===== src/sv/gdr_pkg.sv =====
// shared types and constants of the grid dda column ray caster
package gdr_pkg;

    localparam int MAP_BITS   = 6;
    localparam int ADDR_BITS  = 2 * MAP_BITS;
    localparam int MAP_DEPTH  = 1 << ADDR_BITS;
    localparam int FRAC       = 16;
    localparam int COL_BITS   = 10;
    localparam int DIST_BITS  = 24;
    localparam int SIDE_BITS  = 51;
    localparam int DELTA_BITS = 43;
    localparam int DIV_BITS   = 33;
    localparam int DSR_BITS   = 24;
    localparam int DIR_BITS   = 21;
    localparam int CNT_BITS   = 8;

    localparam logic [MAP_BITS-1:0]   MAP_LAST   = '1;
    localparam logic [CNT_BITS-1:0]   WALK_LIMIT = 8'd130;
    localparam logic [11:0]           SCREEN_W   = 12'd640;
    localparam logic [15:0]           VIEW_RECIP = 16'd52429;
    localparam logic [14:0]           HALF_H     = 15'd240;
    localparam logic [8:0]            LAST_ROW   = 9'd479;
    localparam logic [DIV_BITS-1:0]   RECIP_NUM  = 33'h1_0000_0000;
    localparam logic [DIV_BITS-1:0]   LINE_NUM   = 33'd31457280;
    localparam logic [DELTA_BITS-1:0] HUGE_DIST  = 43'h400_0000_0000;
    localparam logic [DIST_BITS-1:0]  PERP_MAX   = '1;
    localparam logic [15:0]           LINE_MAX   = '1;

    localparam logic ACT_WRITE = 1'b0;
    localparam logic ACT_CAST  = 1'b1;

    localparam logic [2:0] REG_PLAYER_X = 3'd0;
    localparam logic [2:0] REG_PLAYER_Y = 3'd1;
    localparam logic [2:0] REG_DIR_X    = 3'd2;
    localparam logic [2:0] REG_DIR_Y    = 3'd3;
    localparam logic [2:0] REG_PLANE_X  = 3'd4;
    localparam logic [2:0] REG_PLANE_Y  = 3'd5;

    typedef struct packed {
        logic                is_cast;
        logic [MAP_BITS-1:0] cell_col;
        logic [MAP_BITS-1:0] cell_row;
        logic                cell_is_wall;
        logic [COL_BITS-1:0] screen_column;
    } t_cmd;

    typedef struct packed {
        logic [21:0]        player_x;
        logic [21:0]        player_y;
        logic signed [17:0] view_dir_x;
        logic signed [17:0] view_dir_y;
        logic signed [17:0] camera_plane_x;
        logic signed [17:0] camera_plane_y;
    } t_cfg;

    typedef struct packed {
        logic clearing;
    } t_back_stat;

    typedef struct packed {
        logic [COL_BITS-1:0]  column_out;
        logic                 hit_side;
        logic [MAP_BITS-1:0]  hit_col;
        logic [MAP_BITS-1:0]  hit_row;
        logic [DIST_BITS-1:0] perp_distance;
        logic [15:0]          wall_fraction;
        logic [15:0]          line_height;
        logic [8:0]           draw_start;
        logic [8:0]           draw_end;
        logic                 left_map;
    } t_result;

endpackage


===== src/sv/gdr_front.sv =====
// input side: takes stream transactions, classifies them, queues commands
module gdr_front (
    input  logic                i_clk,
    input  logic                i_rst_n,
    input  logic                s_axis_tvalid,
    output logic                s_axis_tready,
    input  logic [23:0]         s_axis_tdata,
    input  logic                s_axis_tuser,
    input  gdr_pkg::t_back_stat i_stat,
    output logic                o_q_valid,
    output gdr_pkg::t_cmd       o_q_cmd,
    input  logic                i_q_pop
);

    gdr_pkg::t_cmd r_q [2];
    logic          r_wr_ptr;
    logic          r_rd_ptr;
    logic [1:0]    r_count;
    gdr_pkg::t_cmd n_cmd;
    logic          push;
    logic          pop;

    assign s_axis_tready = (r_count != 2'd2) && !i_stat.clearing;
    assign push          = s_axis_tvalid && s_axis_tready;
    assign pop           = i_q_pop && (r_count != 2'd0);
    assign o_q_valid     = (r_count != 2'd0);
    assign o_q_cmd       = r_q[r_rd_ptr];

    always_comb begin
        n_cmd.is_cast       = (s_axis_tuser == gdr_pkg::ACT_CAST);
        n_cmd.cell_col      = s_axis_tdata[5:0];
        n_cmd.cell_row      = s_axis_tdata[11:6];
        n_cmd.cell_is_wall  = s_axis_tdata[12];
        n_cmd.screen_column = s_axis_tdata[22:13];
    end

    always_ff @(posedge i_clk) begin
        if (push) begin
            r_q[r_wr_ptr] <= n_cmd;
        end
    end

    always_ff @(posedge i_clk) begin
        if (!i_rst_n) begin
            r_wr_ptr <= 1'b0;
            r_rd_ptr <= 1'b0;
            r_count  <= 2'd0;
        end else begin
            if (push) r_wr_ptr <= ~r_wr_ptr;
            if (pop)  r_rd_ptr <= ~r_rd_ptr;
            r_count <= r_count + 2'(push) - 2'(pop);
        end
    end

endmodule


===== config.mk =====
export PLATFORM = sky130hd
export DESIGN_NAME = gdr_front
export DESIGN_NICKNAME = d
export VERILOG_FILES = /design/src/sv/gdr_pkg.sv /design/src/sv/gdr_front.sv
export SDC_FILE = /design/constraint.sdc
export NUM_CORES = 1
export LEC_CHECK = 0
export BUFFER_PORTS_ARGS = -buffer_cell sky130_fd_sc_hd__buf_2
export CAP_MARGIN = 20
export CORE_MARGIN = 5
export CORE_UTILIZATION = 54
export CTS_CLUSTER_SIZE = 16
export DETAILED_ROUTE_END_ITERATION = 10
export GPL_TIMING_DRIVEN = 0
export PLACE_DENSITY = 0.82
export SYNTH_ARGS = -nofsm -noshare
export SYNTH_HDL_FRONTEND = slang
export SYNTH_SLANG_ARGS = --single-unit

===== constraint.sdc =====
create_clock -name i_clk -period 2.6 [get_ports i_clk]
set_input_delay 0.39 -clock i_clk [delete_from_list [all_inputs] [get_ports i_clk]]
set_output_delay 0.39 -clock i_clk [all_outputs]
set_load 0.01 [all_outputs]

Word level (Yosys, flattened, before mapping)
Memories as Yosys holds them, arrays and structs flattened. A register that Yosys moved wholly into a read port is not among the register bits.
Cells that the tools add are included.

operators by class
  muxes and demuxes = 4
  add/sub/neg operators = 2
  reductions and logical operators = 5
  equality and inequality tests = 1
  bitwise gates (word level) = 2

operators with widths
  operator              number
  $mux W1               4
  $logic_and A1 B1 Y1   3
  $add A2 B1 Y2         1
  $ne A2 B2 Y1 const B  1
  $not A1 Y1            2
  $reduce_bool A2 Y1    1
  $sub A2 B1 Y2         1
  $logic_not A1 Y1      1

storage, ports and cells
  memories = 1
  RAM bits = 48
  input port bits = 30
  output and inout bits = 26
  register bits after elaboration = 4
  word-level logic and storage cells = 18

memories
  name  words  width  read ports  clocked after Yosys merged registers in  wr ports  RTL line         RTL
  r_q   2      24     1           1                                        1         gdr_front.sv:15  gdr_pkg::t_cmd r_q [2];

Logic depth before layout (Yosys ltp)
Gate-level depths: netlist of the first run.

  word-level depth = 5
  mapped depth = 9
  mapped depth without buffers = 9

Least setup slack after synthesis of the first run
OpenSTA, ideal clock, no wires.

  path type = reg2reg
  start point = register r_count[1]
  end point = memory r_q[1][0] (netlist bit) (enable)
  buffers on the path = 0
  setup time = 0.383 ns
  setup slack = 0.846 ns
  data arrival time = 1.371 ns
  required time = 2.217 ns
  stages on the path, launching flop included = 4
  clock period less this slack = 1.754 ns
  path through = dfxtp_1 > nor2b_4 > nor2_1 > and3_1

between the ends
  cells in the longest elaborated chain, start to end = 5

RTL lines
  what                           RTL line         RTL
  start: declaration             gdr_front.sv:18  logic [1:0] r_count;
  start signal: assignment       gdr_front.sv:51  r_count <= r_count + 2'(push) - 2'(pop);
  $ne A2 B2 Y1                   gdr_front.sv:23  assign s_axis_tready = (r_count != 2'd2) && !i_stat.clearing;
  $logic_and A1 B1 Y1            gdr_front.sv:23
  net s_axis_tready              gdr_front.sv:6   output logic s_axis_tready,
  $logic_and A1 B1 Y1            gdr_front.sv:24  assign push = s_axis_tvalid && s_axis_tready;
  $mux W1                        gdr_front.sv:38  if (push) begin
  $mux W1 (implied by the code)  gdr_front.sv:39  r_q[r_wr_ptr] <= n_cmd;
  end: declaration               gdr_front.sv:15

The timed path passes the listed nets, and every way through them passes these cells.

Final worst setup path of the first run
  start point = register r_count[1]
  end point = memory r_q[0][8] (netlist bit) (enable)

between the ends
  cells in the longest elaborated chain, start to end = 5

RTL lines
  what                           RTL line
  $ne A2 B2 Y1                   gdr_front.sv:23
  $logic_and A1 B1 Y1            gdr_front.sv:23
  $logic_and A1 B1 Y1            gdr_front.sv:24
  $mux W1                        gdr_front.sv:38
  $mux W1 (implied by the code)  gdr_front.sv:39

No other way between the ends.

==> results of run 1 <==
## stage by stage
step / instance area (sq um) / setup WS, ns / util
floorplan: 1980 / 0.846 / -
global placement: 2310 / 0.571 / 0.641
detailed placement: 2310 / 0.510 / 0.641
CTS: 2430 / 0.576 / 0.673
global route: 2440 / 0.542 / 0.677
finish: 2440 / 0.646 / 0.677
## power by group through the flow
stage               sequential (W)  clock, W  combinational (W)
floorplan                  0.00106         0           0.000346
global placement           0.00107         0           0.000516
detailed placement         0.00107         0           0.000539
CTS                        0.00105  0.000554           0.000542
global route               0.00106  0.000601           0.000585
finish                     0.00105  0.000538           0.000530
## Yosys cell counts
library cell	instances
nand2b_1	1
o21a_2	1
edfxtp_1	48
ha_1	2
or3_1	1
or2_2	1
nand2_1	1
xor2_1	1
o21ai_0	1
xnor2_1	1
nor2_1	4
nor3_1	1
buf_2	1
and2_1	2
dfxtp_1	5
and3_1	1
a21oi_1	1
mux2_1	24
inv_1	3
nor2b_4	1
buf_4	2
## final timing paths
check / end / depth (start not counted)
min: r_q[0][19] / 1
min reg2reg: r_rd_ptr / 2
max: r_q[0][8] / 3
max reg2reg: r_q[0][8] / 3
## worst register-to-register path: cells and delay by family (launching register included)
family | cells | cell delay [ns]
DFF | 1 | 0.36
buffers and inverters | 1 | 0.70
and+or+nand+nor | 2 | 0.53
## flip-flops by register name, indices dropped and copies added, names as in the netlist, named ones only
name	count
r_wr_ptr	1
r_rd_ptr	1
r_q	48
r_count	2
## cell families (layout without fill, tap and decap cells)
family	after synthesis	in the layout	synth area share
buf+inv	6	69	0.0158
fa+ha+maj	2	2	0.0126
xor+xnor	2	2	0.00885
compound gates	3	3	0.00948
flops	53	53	0.779
mux	24	24	0.137
simple gates	13	13	0.0379
## routing by layer
metal | vias to the layer above | track usage | wire [microns]
li1 | 507 | - | -
met3 | 2 | 0.0526 | 244
met1 | 498 | 0.131 | 1140
met4 | 0 | 0.0313 | 8
met5 | - | 0 | 0
met2 | 32 | 0.239 | 1700
## layout make-up
cell class | instances | area [sq um]
tap | 48 | 60.1
fill | 278 | 1160
timing repair buffer | 55 | 285
sequential | 53 | 1540
buffer | 3 | 20.0
clock buffer | 7 | 86.3
clock inverter | 1 | 30.0
multi-input combinational | 44 | 407
inverter | 3 | 11.3
==> summary.txt, run 1 <==
Critical path
  – Critical path's top delay family: buffers and inverters
  – Buf+Inv Stages, Crit Path: 1
  – CP peak stage delay: 0.70 ns
  – Setup CP Type: register to register
  – CP required: 2.51 ns
  – Setup crit end kind: register
  – R2R Path Start: r_count[1]
  – Flop2flop setup slack: 0.65 ns
  – Slowest cell on crit path: inv_1
  – CP Max Fanout: 24
  – CP Cell Sequence: nor2b_4, or3_1, inv_1
  – CP startpoint kind: register
  – Crit path launch: r_count[1]
  – Arrival @ worst endpoint: 1.87 ns

STA
  – RSZ-0062 raised after global routing: no
  – Final hold violation count: 0
  – Tmin final: 1.95 ns
  – Achievable Freq: 512 MHz
  – Final setup skew: 0.00419 ns
  – Min Hold Slack: 0.291 ns
  – Max Slew Vio Count: 0
  – Final period utilization: 0.752
  – Max_slew headroom: 0.378
  – Setup-failing EPs final: 0
  – Worst slew pin tran: 0.932 ns
  – Setup TNS: 0 ns

Synthesis
  – Mapped Avg Cell Area: 19.2 sq um
  – FF+latch count, synth: 53
  – Synth Instances: 103
  – Largest cells by area after synthesis: edfxtp_1 73%, mux2_1 14%, dfxtp_1 5.1%
  – Sequential fraction of the synthesis area: 0.779
  – Yosys top cell by area: edfxtp_1
  – Syn_nets: 135
  – Synth top area share: 0.728
  – Synthesized area: 1980 sq um
  – Synth unique cells: 21
  – Synth Warn #: 0

Global routing
  – Antenna violations before repair: 0
  – Pin count of the biggest net entering global routing: 25
  – First-pass GRT wire length: 4900 microns
  – Vias in the first global route: 1124
  – Final global-route overflow total: 0
  – GRT Total Usage: 0.127

Cells and area
  – Finished Layout Cells: 214
  – Most frequent cells in the layout: 55 x buf_2, 48 x edfxtp_1, 24 x mux2_1, 6 x clkbuf_8, 5 x dfxtp_1
  – Most common cell after layout, fill and taps aside: buf_2
  – Nets: 197
  – Antenna Cells: 0
  – Layout cells sized above 1: 0.410
  – Area grow syn2layout: 23.3%

Clocking
  – Max Buffers Root-to-Sink: 2
  – CTS Buf Count: 5
  – Worst-path clk slew: 0.08 ns
  – CTS Root Cell: clkbuf_8
  – H-tree depth: 2
  – CTS tree: yes
  – Quantity of gates resized following cts: 0
  – Clk Latency, worst-skew pair: 0.28 ns
  – Post-CTS Setup Inserts: 0
  – CTS hold repair buffers: 0
  – Sink Count: 53

Die
  – Die area: 4980 sq um
  – Row cnt: 22
  – Core area: 3610 sq um
  – Vert. Die Dim: 70.5 microns
  – Initial Util: 0.549
  – # IOs: 56
  – Die span in x: 70.5 microns

Power
  – Leakage: 0.958 nW
  – P_int: 0.00159 W
  – Sw frac: 0.251
  – Clk pwr share: 0.254
  – Cell Pwr Density: 868 nW/um^2
  – Reg power frac: 0.496
  – Peak VDD IR: 0.000609 V
  – Total power: 0.00212 W
  – Logic pwr share: 0.250
  – P_sw: 0.000533 W

Detailed routing
  – Detail Route Antenna Nets: 0
  – Vias: 1039
  – DRC viols: 0
  – Initial DRC Count: 40
  – Via density per instance: 4.86
  – Final WL: 3090 microns
  – DR pass1 iterations: 4
  – Routed len/inst: 14.4 microns

Worst hold path
  – Worst Hold Class: primary input to register
  – Startpoint of the worst hold path: s_axis_tdata[2]

Placed design
  – PortBufs: 54
  – Gpl congestion: 0.729
  – DP Cell Count: 205
  – HPWL after DPL: 2230 microns

Job
  – Maxcap violations: 0

Run status
  – Status: finished, final reports clean
Power figures use the tool's default switching activity.
==> inputs of run 2 (changes only) <==
--- a/config.mk
+++ b/config.mk
@@ -5,14 +5,15 @@
 export SDC_FILE = /design/constraint.sdc
 export NUM_CORES = 1
 export LEC_CHECK = 0
+export ABC_AREA = 1
 export BUFFER_PORTS_ARGS = -buffer_cell sky130_fd_sc_hd__buf_2
 export CAP_MARGIN = 20
 export CORE_MARGIN = 5
-export CORE_UTILIZATION = 54
+export CORE_UTILIZATION = 51
 export CTS_CLUSTER_SIZE = 16
 export DETAILED_ROUTE_END_ITERATION = 10
 export GPL_TIMING_DRIVEN = 0
-export PLACE_DENSITY = 0.82
+export PLACE_DENSITY = 0.78
 export SYNTH_ARGS = -nofsm -noshare
 export SYNTH_HDL_FRONTEND = slang
 export SYNTH_SLANG_ARGS = --single-unit
==> constraint.sdc (replaced) <==
create_clock -name i_clk -period 1.84 [get_ports i_clk]
set_input_delay 0.276 -clock i_clk [delete_from_list [all_inputs] [get_ports i_clk]]
set_output_delay 0.276 -clock i_clk [all_outputs]
set_load 0.01 [all_outputs]
==> summary.txt, run 2 <==
STA
  – Setup-failing EPs final: 0 (unchanged)
  – Min Hold Slack: 0.161 ns (-0.130 ns)
  – Tmin final: 1.68 ns (-0.273 ns)
  – Max_slew headroom: 0.641 (+0.263)
  – Final hold violation count: 0 (unchanged)
  – Final setup skew: 0.00493 ns (+0.000742 ns)
  – RSZ-0062 raised after global routing: no
  – Worst slew pin tran: 0.537 ns (-0.395 ns)
  – Max Slew Vio Count: 0 (unchanged)
  – Setup TNS: 0 ns (unchanged)
  – Final period utilization: 0.913 (+0.162)
  – Achievable Freq: 595 MHz (+16%)

Clocking
  – Clk Latency, worst-skew pair: 0.30 ns (+0.02 ns)
  – Sink Count: 53 (unchanged)
  – CTS tree: yes
  – CTS Buf Count: 5 (unchanged)
  – CTS Root Cell: clkbuf_8
  – CTS hold repair buffers: 0 (unchanged)
  – H-tree depth: 2 (unchanged)
  – Max Buffers Root-to-Sink: 2 (unchanged)
  – Worst-path clk slew: 0.09 ns (about the same)

Die
  – Core area: 4000 sq um (+11%)
  – Die span in x: 74.1 microns (+5.0%)
  – Initial Util: 0.524 (-0.0250)
  – Vert. Die Dim: 74.1 microns (+5.0%)
  – Die area: 5490 sq um (+10%)
  – # IOs: 56 (unchanged)
  – Row cnt: 23 (+4.5%)

Cells and area
  – Largest regs: r_q: 48 flops, r_count: 2 flops
  – Max reg flops: 48 (unchanged)
  – Most common cell after layout, fill and taps aside: buf_2
  – Area grow syn2layout: 22.4%
  – Antenna Cells: 0 (unchanged)
  – Most frequent cells in the layout: 54 x buf_2, 48 x edfxtp_1, 20 x mux2_4, 9 x inv_1, 9 x nand2_1
  – Layout cells sized above 1: 0.514 (+0.104)
  – Largest register by flop count: r_q
  – Nets: 208 (+5.6%)

Synthesis
  – FF+latch count, synth: 53 (unchanged)
  – Post-synth EDFFs: 48 (unchanged)
  – Syn_nets: 146 (+8.1%)
  – Synth unique cells: 14 (-33%)
  – Most frequent cell after synthesis: edfxtp_1
  – Synth Instances: 114 (+11%)
  – Ys async rst share: 0 (unchanged)
  – Largest cells by area after synthesis: edfxtp_1 69%, mux2_4 14%, dfxtp_1 4.8%
  – Yosys top cell by area: edfxtp_1
  – Sequential fraction of the synthesis area: 0.736 (-0.0432)
  – Synth Warn #: 0 (unchanged)
  – Synth top area share: 0.688 (-0.0404)
  – Most frequent cells after synthesis: 48 x edfxtp_1, 20 x mux2_4, 10 x inv_1, 9 x nand2_1, 6 x nor2_1
  – Mapped Avg Cell Area: 18.4 sq um (-4.3%)
  – Synthesized area: 2100 sq um (+5.9%)
  – Top FF cell, synth: edfxtp_1

Critical path
  – Arrival @ worst endpoint: 1.87 ns (about the same)
  – Setup crit end kind: register
  – CP startpoint kind: register
  – CP Max Fanout: 3 (-88%)
  – Flop2flop setup slack: 0.16 ns (-0.49 ns)
  – R2R Path Start: r_count[0]
  – Setup CP Type: register to register
  – CP required: 2.03 ns (-0.48 ns)
  – Crit path launch: r_count[0]

Placed design
  – HPWL after DPL: 2590 microns (+16%)
  – PortBufs: 54 (unchanged)
  – Gpl congestion: 0.659 (-9.6%)

Worst hold path
  – Worst Hold Class: primary input to register
  – Startpoint of the worst hold path: s_axis_tdata[17]

Detailed routing
  – Detail Route Antenna Nets: 0 (unchanged)
  – Vias: 1133 (+9.0%)
  – Final WL: 3530 microns (+14%)
  – Initial DRC Count: 47 (+18%)
  – DRC viols: 0 (unchanged)
  – Routed len/inst: 15.6 microns (+7.8%)
  – DR pass1 iterations: 4 (unchanged)
  – Via density per instance: 4.99 (+2.8%)

Global routing
  – Final global-route overflow total: 0 (unchanged)
  – First-pass GRT wire length: 5480 microns (+12%)
  – Antenna violations before repair: 0 (unchanged)
  – Vias in the first global route: 1239 (+10%)
  – GRT Total Usage: 0.137 (+0.00933)
  – Pin count of the biggest net entering global routing: 25 (unchanged)

Power
  – Cell Pwr Density: 1190 nW/um^2 (+37%)
  – Leakage: 1.04 nW (+8.3%)
  – Peak VDD IR: 0.000604 V (-0.91%)

Job
  – Maxcap violations: 0 (unchanged)

Run status
  – Status: finished, final reports clean
## run 2: changes by cell type in the layout (fill, tap and decap cells not counted), sizes merged, moves of 2 or more
| cell | previous run | this run |
|---|---|---|
| and2 | 2 | 0 |
| nor2 | 4 | 6 |
| nand3 | 0 | 3 |
| inv | 3 | 9 |
| nand2 | 1 | 9 |
## run 2: cells by family after synthesis
| group | synth area share |
|---|---|
| compound gates | 0.00836 |
| fa+ha+maj | 0.0119 |
| buf+inv | 0.0424 |
| flops | 0.736 |
| mux | 0.165 |
| simple gates | 0.0370 |
## run 2: per-stage QoR
stage / util / power, W / setup WS (ns) / cell area, sq um / cells
floorplan: - / 0.00206 / 0.216 / 2100 / 114
global placement: 0.608 / 0.00227 / -0.0906 / 2430 / 218
detailed placement: 0.612 / 0.00233 / 0.0121 / 2450 / 219
CTS: 0.638 / 0.00307 / 0.00680 / 2550 / 227
global route: 0.642 / 0.00318 / 0.0293 / 2570 / 227
finish: 0.642 / 0.00304 / 0.159 / 2570 / 227
## run 2: critical path, cell delays in order (launching register included)
cell     delay (ns)
dfxtp_1        0.38
inv_1          0.09
nand2_1        0.10
nand3_2        0.13
ha_1           0.30
inv_1          0.04
ha_1           0.19
inv_1          0.05
nand2_1        0.06
a21oi_1        0.16
nor2_1         0.08
## run 2: final timing paths
path | endpoint | cells after the start
setup / recovery | r_count[1] | 10
hold / removal | r_q[1][4] | 1
setup reg to reg | r_count[1] | 10
hold reg to reg | register | 2
## run 2: metal layers
layer,GRT usage,wire length [microns],vias to the layer above
met1,0.140,1290,544
met4,0.0523,57,0
li1,-,-,538
met3,0.0473,225,8
met2,0.254,1960,43
met5,0,0,-
## run 2: where the power goes
group          internal, W  switching [W]
registers          0.00143      0.0000460
logic             0.000428       0.000394
clock network     0.000402       0.000343
total              0.00226       0.000783
## run 2: layout make-up
class	count	area, sq um
Sequential cell	53	1540
Fill cell	287	1430
Inverter	10	41.3
Clock inverter	2	33.8
Tap cell	50	62.6
Buffer	3	51.3
Multi-Input combinational cell	48	478
Timing Repair Buffer	55	285
Clock buffer	6	72.6
## run 2: repair_timing
action / 4_1_cts / 5_1_grt
setup endpoints to repair: 0 / 36
resized for setup: 0 / 3
setup buffers: 0 / 0
